### config.mk
export PLATFORM = sky130hd
export DESIGN_NAME = sha1_message_digest_top
export DESIGN_NICKNAME = d
export VERILOG_FILES = /design/src/rtl/core/sha1_pkg.sv /design/src/rtl/core/sha1_front.sv /design/src/rtl/core/sha1_back.sv /design/src/rtl/core/sha1_message_digest_top.sv
export SDC_FILE = /design/constraint.sdc
export NUM_CORES = 2
export LEC_CHECK = 0
export ABC_AREA = 1
export BUFFER_PORTS_ARGS = -buffer_cell sky130_fd_sc_hd__buf_2
export CAP_MARGIN = 5
export CORE_UTILIZATION = 38
export CTS_BUF_LIST = sky130_fd_sc_hd__clkbuf_4
export DETAILED_ROUTE_END_ITERATION = 16
export PLACE_DENSITY_LB_ADDON = 0.12
export SLEW_MARGIN = 20
export SYNTH_ARGS = -nofsm -noshare
export SYNTH_HDL_FRONTEND = slang
export SYNTH_SLANG_ARGS = --single-unit
### constraint.sdc
create_clock -name clk -period 15.07 [get_ports clk]
set_clock_uncertainty 0.15 [all_clocks]
set_input_delay 0 -clock clk [delete_from_list [all_inputs] [get_ports clk]]
set_output_delay 0 -clock clk [all_outputs]
set_load 0.05 [all_outputs]
### src/rtl/core/sha1_pkg.sv
// sha1_pkg: shared constants, types and helper functions for the sha-1 digest core
// no dependencies; imported by sha1_front, sha1_back and sha1_message_digest_top
package sha1_pkg;

  localparam int LENGTH_BITS = 64;
  localparam int ROUNDS      = 80;
  localparam int QDEPTH      = 4;
  localparam int QADDR_W     = $clog2(QDEPTH);
  localparam int QCNT_W      = $clog2(QDEPTH + 1);

  // initial chaining words
  localparam logic [31:0] H_INIT [5] = '{
    32'h67452301, 32'hEFCDAB89, 32'h98BADCFE, 32'h10325476, 32'hC3D2E1F0
  };

  // round constants, one per group of twenty rounds
  localparam logic [31:0] K0 = 32'h5A827999;
  localparam logic [31:0] K1 = 32'h6ED9EBA1;
  localparam logic [31:0] K2 = 32'h8F1BBCDC;
  localparam logic [31:0] K3 = 32'hCA62C1D6;

  localparam logic [31:0] PAD_WORD = 32'h80000000;

  // kind of a queued word
  typedef enum logic [1:0] {
    KIND_DATA      = 2'd0,
    KIND_LAST_FULL = 2'd1,
    KIND_LAST_PART = 2'd2
  } kind_t;

  // one entry of the queue between the front and the back
  typedef struct packed {
    kind_t       kind;
    logic [31:0] word;
    logic [5:0]  add_bits;
  } q_entry_t;

  function automatic logic [31:0] rotl1(input logic [31:0] x);
    return {x[30:0], x[31]};
  endfunction

  function automatic logic [31:0] rotl5(input logic [31:0] x);
    return {x[26:0], x[31:27]};
  endfunction

  function automatic logic [31:0] rotl30(input logic [31:0] x);
    return {x[1:0], x[31:2]};
  endfunction

endpackage

### src/rtl/core/sha1_front.sv
// sha1_front: accepts message words, trims and pads a final word, counts its bits
// and holds the result in a small queue for the back end; uses sha1_pkg
module sha1_front import sha1_pkg::*; (
  input  logic        clk,
  input  logic        rst_n,
  input  logic        in_tvalid,
  output logic        in_tready,
  input  logic [39:0] in_tdata,   // [31:0] message_word, [34:32] valid_bytes, [39:35] zero
  input  logic        in_tlast,   // last_word
  output logic        q_valid,
  input  logic        q_ready,
  output q_entry_t    q_entry
);

  q_entry_t            mem_r [QDEPTH];
  logic [QADDR_W-1:0]  wr_ptr_r;
  logic [QADDR_W-1:0]  rd_ptr_r;
  logic [QCNT_W-1:0]   count_r;
  logic [2:0]          vb_eff;
  logic [31:0]         word_in;
  q_entry_t            entry_nxt;
  logic                wr_en;
  logic                rd_en;

  assign word_in = in_tdata[31:0];

  // clamp valid byte count to a full word
  assign vb_eff = (in_tdata[34:32] > 3'd4) ? 3'd4 : in_tdata[34:32];

  // classify the transaction and build the word to store
  always_comb begin
    entry_nxt.kind     = KIND_DATA;
    entry_nxt.word     = word_in;
    entry_nxt.add_bits = 6'd32;
    if (in_tlast) begin
      entry_nxt.add_bits = {vb_eff, 3'b000};
      case (vb_eff)
        3'd0: begin
          entry_nxt.kind = KIND_LAST_PART;
          entry_nxt.word = PAD_WORD;
        end
        3'd1: begin
          entry_nxt.kind = KIND_LAST_PART;
          entry_nxt.word = {word_in[31:24], 24'h800000};
        end
        3'd2: begin
          entry_nxt.kind = KIND_LAST_PART;
          entry_nxt.word = {word_in[31:16], 16'h8000};
        end
        3'd3: begin
          entry_nxt.kind = KIND_LAST_PART;
          entry_nxt.word = {word_in[31:8], 8'h80};
        end
        default: begin
          entry_nxt.kind = KIND_LAST_FULL;
          entry_nxt.word = word_in;
        end
      endcase
    end
  end

  // queue handshakes
  assign in_tready = (count_r != QCNT_W'(QDEPTH));
  assign q_valid   = (count_r != '0);
  assign q_entry   = mem_r[rd_ptr_r];
  assign wr_en     = in_tvalid && in_tready;
  assign rd_en     = q_valid && q_ready;

  // queue storage
  always_ff @(posedge clk) begin
    if (wr_en) begin
      mem_r[wr_ptr_r] <= entry_nxt;
    end
  end

  // queue pointers and fill count
  always_ff @(posedge clk) begin
    if (!rst_n) begin
      wr_ptr_r <= '0;
      rd_ptr_r <= '0;
      count_r  <= '0;
    end else begin
      if (wr_en) begin
        wr_ptr_r <= wr_ptr_r + 1'b1;
      end
      if (rd_en) begin
        rd_ptr_r <= rd_ptr_r + 1'b1;
      end
      if (wr_en && !rd_en) begin
        count_r <= count_r + 1'b1;
      end else if (rd_en && !wr_en) begin
        count_r <= count_r - 1'b1;
      end
    end
  end

endmodule

### src/rtl/core/sha1_back.sv
// sha1_back: block buffer, padding sequencer, 80-round compression and digest output
// uses sha1_pkg; fed by sha1_front through its queue
module sha1_back import sha1_pkg::*; (
  input  logic        clk,
  input  logic        rst_n,
  input  logic        q_valid,
  output logic        q_ready,
  input  q_entry_t    q_entry,
  output logic        out_tvalid,
  input  logic        out_tready,
  output logic [39:0] out_tdata,  // [31:0] digest_word, [34:32] word_index, [39:35] zero
  output logic        out_tlast   // last_of_digest
);

  typedef enum logic [2:0] {
    ST_IDLE,
    ST_PAD,
    ST_COMP,
    ST_ADD,
    ST_OUT
  } state_t;

  typedef enum logic [1:0] {
    PH_80,
    PH_ZERO,
    PH_LENLO,
    PH_DONE
  } phase_t;

  state_t                 state_r;
  phase_t                 ph_r;
  logic                   pad_act_r;
  logic [31:0]            chain_r [5];
  logic [31:0]            a_r, b_r, c_r, d_r, e_r;
  logic [31:0]            w_r [16];
  logic [3:0]             pos_r;
  logic [LENGTH_BITS-1:0] len_r;
  logic [6:0]             rnd_r;
  logic [2:0]             idx_r;

  logic        push_en;
  logic [31:0] push_word;
  logic [31:0] w_nxt;
  logic [31:0] f_val;
  logic [31:0] k_val;
  logic [31:0] a_nxt;
  logic        shift_en;
  logic [31:0] shift_in;
  logic        out_done;

  assign q_ready    = (state_r == ST_IDLE);
  assign out_tvalid = (state_r == ST_OUT);
  assign out_tdata  = {5'b00000, idx_r, chain_r[0]};
  assign out_tlast  = (idx_r == 3'd4);
  assign out_done   = out_tvalid && out_tready && out_tlast;

  // word pushed into the block buffer: from the queue or from the padding sequence
  always_comb begin
    push_en   = 1'b0;
    push_word = q_entry.word;
    if (state_r == ST_IDLE) begin
      push_en = q_valid;
    end else if (state_r == ST_PAD) begin
      push_en = 1'b1;
      case (ph_r)
        PH_80:    push_word = PAD_WORD;
        PH_ZERO:  push_word = (pos_r == 4'd14) ? len_r[63:32] : 32'h0;
        PH_LENLO: push_word = len_r[31:0];
        default:  push_word = 32'h0;
      endcase
    end
  end

  // message schedule word of the current round
  assign w_nxt = (rnd_r < 7'd16) ? w_r[0] : rotl1(w_r[13] ^ w_r[8] ^ w_r[2] ^ w_r[0]);

  // round function and constant
  always_comb begin
    if (rnd_r < 7'd20) begin
      f_val = (b_r & c_r) | (~b_r & d_r);
      k_val = K0;
    end else if (rnd_r < 7'd40) begin
      f_val = b_r ^ c_r ^ d_r;
      k_val = K1;
    end else if (rnd_r < 7'd60) begin
      f_val = (b_r & c_r) | (b_r & d_r) | (c_r & d_r);
      k_val = K2;
    end else begin
      f_val = b_r ^ c_r ^ d_r;
      k_val = K3;
    end
  end

  assign a_nxt = rotl5(a_r) + f_val + e_r + k_val + w_nxt;

  // block buffer shifts on a push and once per round
  assign shift_en = push_en || (state_r == ST_COMP);
  assign shift_in = (state_r == ST_COMP) ? w_nxt : push_word;

  always_ff @(posedge clk) begin
    if (shift_en) begin
      for (int i = 0; i < 15; i++) begin
        w_r[i] <= w_r[i+1];
      end
      w_r[15] <= shift_in;
    end
  end

  // sequencer, chaining words and working variables
  always_ff @(posedge clk) begin
    if (!rst_n) begin
      state_r   <= ST_IDLE;
      ph_r      <= PH_DONE;
      pad_act_r <= 1'b0;
      pos_r     <= '0;
      len_r     <= '0;
      rnd_r     <= '0;
      idx_r     <= '0;
      for (int i = 0; i < 5; i++) begin
        chain_r[i] <= H_INIT[i];
      end
    end else begin
      // common push bookkeeping; a full buffer starts a compression
      if (push_en) begin
        pos_r <= pos_r + 1'b1;
        if (pos_r == 4'd15) begin
          rnd_r <= '0;
          a_r   <= chain_r[0];
          b_r   <= chain_r[1];
          c_r   <= chain_r[2];
          d_r   <= chain_r[3];
          e_r   <= chain_r[4];
        end
      end
      case (state_r)
        ST_IDLE: begin
          if (q_valid) begin
            len_r <= len_r + LENGTH_BITS'(q_entry.add_bits);
            if (q_entry.kind == KIND_LAST_FULL) begin
              pad_act_r <= 1'b1;
              ph_r      <= PH_80;
            end else if (q_entry.kind == KIND_LAST_PART) begin
              pad_act_r <= 1'b1;
              ph_r      <= PH_ZERO;
            end
            if (pos_r == 4'd15) begin
              state_r <= ST_COMP;
            end else if (q_entry.kind != KIND_DATA) begin
              state_r <= ST_PAD;
            end
          end
        end
        ST_PAD: begin
          case (ph_r)
            PH_80:    ph_r <= PH_ZERO;
            PH_ZERO:  ph_r <= (pos_r == 4'd14) ? PH_LENLO : PH_ZERO;
            PH_LENLO: ph_r <= PH_DONE;
            default:  ph_r <= PH_DONE;
          endcase
          if (pos_r == 4'd15) begin
            state_r <= ST_COMP;
          end
        end
        ST_COMP: begin
          e_r   <= d_r;
          d_r   <= c_r;
          c_r   <= rotl30(b_r);
          b_r   <= a_r;
          a_r   <= a_nxt;
          rnd_r <= rnd_r + 1'b1;
          if (rnd_r == 7'(ROUNDS - 1)) begin
            state_r <= ST_ADD;
          end
        end
        ST_ADD: begin
          chain_r[0] <= chain_r[0] + a_r;
          chain_r[1] <= chain_r[1] + b_r;
          chain_r[2] <= chain_r[2] + c_r;
          chain_r[3] <= chain_r[3] + d_r;
          chain_r[4] <= chain_r[4] + e_r;
          if (!pad_act_r) begin
            state_r <= ST_IDLE;
          end else if (ph_r == PH_DONE) begin
            state_r <= ST_OUT;
            idx_r   <= '0;
          end else begin
            state_r <= ST_PAD;
          end
        end
        ST_OUT: begin
          // digest leaves from chain word zero; the others move up
          if (out_tready) begin
            idx_r <= idx_r + 1'b1;
            if (out_tlast) begin
              for (int i = 0; i < 5; i++) begin
                chain_r[i] <= H_INIT[i];
              end
              len_r     <= '0;
              pos_r     <= '0;
              pad_act_r <= 1'b0;
              ph_r      <= PH_DONE;
              state_r   <= ST_IDLE;
            end else begin
              for (int i = 0; i < 4; i++) begin
                chain_r[i] <= chain_r[i+1];
              end
            end
          end
        end
        default: state_r <= ST_IDLE;
      endcase
    end
  end

  // the buffer is empty whenever a digest is being sent
  a_out_empty: assert property (@(posedge clk) disable iff (!rst_n)
    (state_r == ST_OUT) |-> (pos_r == 4'd0))
    else $error("digest output with a partly filled block");

  // a finished digest restores the initial state
  a_out_reset: assert property (@(posedge clk) disable iff (!rst_n)
    out_done |=> (chain_r[0] == H_INIT[0]) && (len_r == '0) && (state_r == ST_IDLE))
    else $error("state not restored after digest");

  // a sixteenth word always starts a compression
  a_full_comp: assert property (@(posedge clk) disable iff (!rst_n)
    (push_en && (pos_r == 4'd15)) |=> (state_r == ST_COMP) && (rnd_r == 7'd0))
    else $error("full block did not start compression");

  // round counter stays in range while compressing
  a_rnd_range: assert property (@(posedge clk) disable iff (!rst_n)
    (state_r == ST_COMP) |-> (rnd_r < 7'(ROUNDS)))
    else $error("round counter out of range");

endmodule

### src/rtl/core/sha1_message_digest_top.sv
// sha1_message_digest_top: sha-1 digest core, front end and back end joined by a queue
// depends on sha1_pkg, sha1_front and sha1_back
//
//   channel  | direction | payload
//   in_      | slave     | tdata: message_word, valid_bytes; tlast: last_word
//   out_     | master    | tdata: digest_word, word_index; tlast: last_of_digest
//
// message words enter the block buffer one per cycle while the back end is idle; every
// full block then occupies the single round unit for all 80 rounds and then the chaining
// add. a final word is followed by pad words, possibly a second block, and the five
// digest words. the front queue holds four words and keeps accepting, until it is full,
// while the back end compresses or waits on out_tready.
// reset (rst_n low, synchronous) restores the initial chaining words and empties the queue.
module sha1_message_digest_top import sha1_pkg::*; (
  input  logic        clk,
  input  logic        rst_n,
  input  logic        in_tvalid,
  output logic        in_tready,
  input  logic [39:0] in_tdata,   // [31:0] message_word, [34:32] valid_bytes, [39:35] zero
  input  logic        in_tlast,   // last_word
  output logic        out_tvalid,
  input  logic        out_tready,
  output logic [39:0] out_tdata,  // [31:0] digest_word, [34:32] word_index, [39:35] zero
  output logic        out_tlast   // last_of_digest
);

  logic     q_valid;
  logic     q_ready;
  q_entry_t q_entry;

  // front end: classify and queue message words
  sha1_front u_front (
    .clk       (clk),
    .rst_n     (rst_n),
    .in_tvalid (in_tvalid),
    .in_tready (in_tready),
    .in_tdata  (in_tdata),
    .in_tlast  (in_tlast),
    .q_valid   (q_valid),
    .q_ready   (q_ready),
    .q_entry   (q_entry)
  );

  // back end: padding, compression and digest output
  sha1_back u_back (
    .clk        (clk),
    .rst_n      (rst_n),
    .q_valid    (q_valid),
    .q_ready    (q_ready),
    .q_entry    (q_entry),
    .out_tvalid (out_tvalid),
    .out_tready (out_tready),
    .out_tdata  (out_tdata),
    .out_tlast  (out_tlast)
  );

endmodule
==> flow_summary_export.csv <==
group,metric,value,unit
outcome,outcome,"finished clean",
route,routed_via_density,5.271,
clock_tree,cts.sinks,1070,
final_layout,multiInputGateArea,0.02308,mm²
yosys,synth_cells,5919,
global_route,grt_pass1_vias,43780,
critical_path,critPathLaunchType,"register",
yosys,synth_largest_area_cell,"edfxtp_1",
placed_design,dpl.hpwl,134300,µm
global_route,antenna_found_initial,3,
yosys,netlist_area,0.05784,mm²
run,maxCapViolCount,0,
route,ant_nets,0,
sta,maxSlewViolCount,0,
route,dr.max_layer_used,"met4",
final_layout,stdcell_count,8530,
clock_tree,clkTransAtPathRegs,0.06,ns
critical_path,criticalPathCategory,"reg -> reg",
yosys,synth.distinct_cells,68,
critical_path,reg2regPathDepth,25,
clock_tree,clock_path_buffers,4,
clock_tree,cts_tree,"yes",
hold_path,whs_path_depth,5,
route,totalWireLength,186300,µm
clock_tree,cts_root_buf,"clkbuf_4",
critical_path,rrSetupSlack,8.55,ns
yosys,ys_warn_count,0,
critical_path,reg2reg_from,"u_back.rnd_r[4]",
critical_path,worstSetupStartpoint,"u_back.rnd_r[4]",
sta,setup_ws,8.551,ns
sta,tns,0,ns
route,wl_per_cell,21.84,µm
placed_design,dpl_cell_area,0.06030,mm²
route,drtPass1Iterations,6,
final_layout,final_cell_area,0.06528,mm²
final_layout,fill_cells,14820,
floorplan,top_level_ports,88,
final_layout,fin_nets,6706,
route,vias,44960,
yosys,synth_edf_count,980,
power_and_ir_drop,p_total,11.11,mW
clock_tree,ctsHtreeMaxLevel,5,
critical_path,r2r-end,"u_back.a_r[22]",
floorplan,die_h,392.2,µm
sta,period_minus_slack,6.519,ns
critical_path,worstPathRequired,15.92,ns
sta,setup-violations-final,0,
global_route,grt_overflow,0,
sta,post-route-period-util,43.26,%
final_layout,regArea,0.03123,mm²
final_layout,post-route-util,43.38,%
clock_tree,clock_latency,1.30,ns
placed_design,portBuffers,77,
global_route,grt_util_all_layers,24.21,%
global_route,grt_max_degree,204,
placed_design,pre_cts_ws,8.625,ns
critical_path,endpoint_kind,"register",
floorplan,start_util,38.44,%
yosys,ys.flop_type,"edfxtp_1",
final_layout,drive_gt1_share,10.53,%
sta,hold_violations,0,
placed_design,dp_cells,7878,
route,drcViolationCount,0,
floorplan,fp-row-count,142,
floorplan,fp.coreArea,0.1505,mm²
yosys,postSynthAreaPerCell,9.772,µm²
yosys,synth_seq_cells,1070,
hold_path,hold_start,"in_tdata[30]",
sta,max_slew_margin,10.34,%
yosys,async_flop_share,0,%
route,wl_met2,82830,µm
hold_path,hold_end,"u_front.mem_r[0][36]",
sta,worst_hold_slack,0.1323,ns
critical_path,crit_fanout,38,
route,drt_iter0_drc,4056,
sta,tightest_slew,1.331,ns
sta,clock.fmax,153.4,MHz
power_and_ir_drop,leakagePower,25.63,nW
final_layout,area_growth,12.86,%
clock_tree,tritoncts.num_buffers,319,
route,wl_met3,12640,µm
hold_path,min_path_type,"in -> reg",
power_and_ir_drop,peakVddDrop,0.2876,mV
global_route,grt_first_pass_wirelength,274300,µm
critical_path,cp.arrival,7.37,ns
clock_tree,postCtsSetupBuffers,0,
yosys,synth_top_area_share,50.88,%
floorplan,dieArea,0.1538,mm²
floorplan,die_w,392.2,µm
yosys,yosysSeqAreaShare,53.99,%
route,drt-met1-wl,83170,µm
sta,rsz0062_at_grt,"no",
placed_design,place_congestion,0.9977,
yosys,synth.top_cells.by_area,"edfxtp_1, nand2_1, ha_1",
power_and_ir_drop,power_density,170.1,mW/mm²
placed cells by master, fill, tap and decap left out, types with 43 or more instances in the layout:
cell           synthesis  layout
a21oi_1              433     433
buf_2                 43      77
clkbuf_4               0     452
clkinv_1               3      57
dfxtp_1               90      89
dlygate4sd3_1          0     117
edfxtp_1             980     980
fa_1                 126     126
ha_1                 235     235
inv_1                721     718
nand2_1             1279    1277
nand3_1              278     277
nand4_1               86      86
nor2_1               461     455
nor3_1                86      84
o21a_1                43      43
o21ai_0              374     372
o22ai_1               71      71
xnor2_1              105     105
xor2_1                45      45
area by class of cell:
type                            count  area share [%]
Multi-Input combinational cell   3944           35.36
Clock inverter                     72          0.5922
Timing Repair Buffer              235           2.900
Sequential cell                  1070           47.84
Inverter                          730           4.209
Antenna cell                       11         0.04216
Clock buffer                      452           5.198
Tap cell                         2016           3.864
sequential cells by signal (all words and copies together), names as in the netlist, named ones only:
signal            cells
u_back.b_r           32
u_back.pos_r          4
u_front.mem_r       148
u_back.a_r           32
u_back.ph_r           2
u_back.chain_r      160
u_front.rd_ptr_r      2
u_back.c_r           32
u_back.pad_act_r      1
u_back.len_r         61
u_back.rnd_r          7
u_front.count_r       3
u_front.wr_ptr_r      2
u_back.d_r           32
u_back.e_r           32
u_back.w_r          512
u_back.state_r        3
u_back.idx_r          3
power breakdown:
group	switching [mW]	internal [mW]
Combinational	2.44	1.11
Clock	1.27	1.44
Sequential	0.317	4.54
layer usage:
layer / global-route usage [%] / vias up
met5: 0 / -
met4: 10.91 / 0
met3: 4.359 / 364
met2: 37.21 / 1616
met1: 33.22 / 21760
li1: - / 21230
synth_stat cells (all sizes together), types with 3 or more instances:
master / instances
nand2: 1286
edfxtp: 980
inv: 727
nor2: 474
a21oi: 434
o21ai: 384
nand3: 280
ha: 235
fa: 126
xnor2: 105
buf: 97
nor3: 91
dfxtp: 90
nand4: 89
clkbuf: 82
o22ai: 71
xor2: 45
o21a: 43
or2: 39
a21o: 30
o21bai: 30
a221oi: 24
a31oi: 21
nand3b: 21
a21boi: 19
o221ai: 16
mux2i: 13
nor4: 9
a32o: 8
a211oi: 7
a22o: 6
o211ai: 6
a221o: 4
nor3b: 4
and3: 3
clkinv: 3
o31ai: 3
worst max-delay path, stage by stage (launching register included):
cell       delay, ns
dfxtp_1         0.42
inv_1           0.11
nand2_1         0.10
nand2_1         0.11
nand2_2         0.24
nand2_1         0.08
buf_4           0.31
nand2_1         0.26
buf_4           0.43
o221ai_1        0.33
fa_1            0.58
inv_1           0.05
fa_1            0.64
inv_1           0.10
fa_1            0.50
inv_1           0.04
ha_1            0.35
nand2_1         0.10
nor2_1          0.19
inv_1           0.08
nor2_1          0.30
o2111ai_1       0.30
nand3_1         0.14
nand2_1         0.05
nand3_1         0.15
nand2_1         0.08
repair_timing:
action | 4_1_cts | 5_1_grt
endpoints found under the hold margin | 499 | 0
endpoints found under the setup margin | 0 | 0
gates resized for setup | 0 | 0
hold buffers | 117 | 0
worst max path at each step:
stage	cells after the start	end	slack, ns
floorplan	5	u_back.w_r[0][0]	1.85
global placement	25	u_back.a_r[22]	8.62
detailed placement	25	u_back.a_r[22]	8.62
CTS	23	u_back.a_r[31]	8.59
global route	25	u_back.a_r[31]	8.24
finish	25	u_back.a_r[22]	8.55
cell families after synthesis:
group / share of synthesized area [%]
fa+ha+maj: 9.444
flops: 53.99
mux: 0.2250
other cells: 0.006483
compound gates: 11.00
buf+inv: 6.269
simple gates: 16.80
xor+xnor: 2.271
Power figures use the tool's default switching activity.
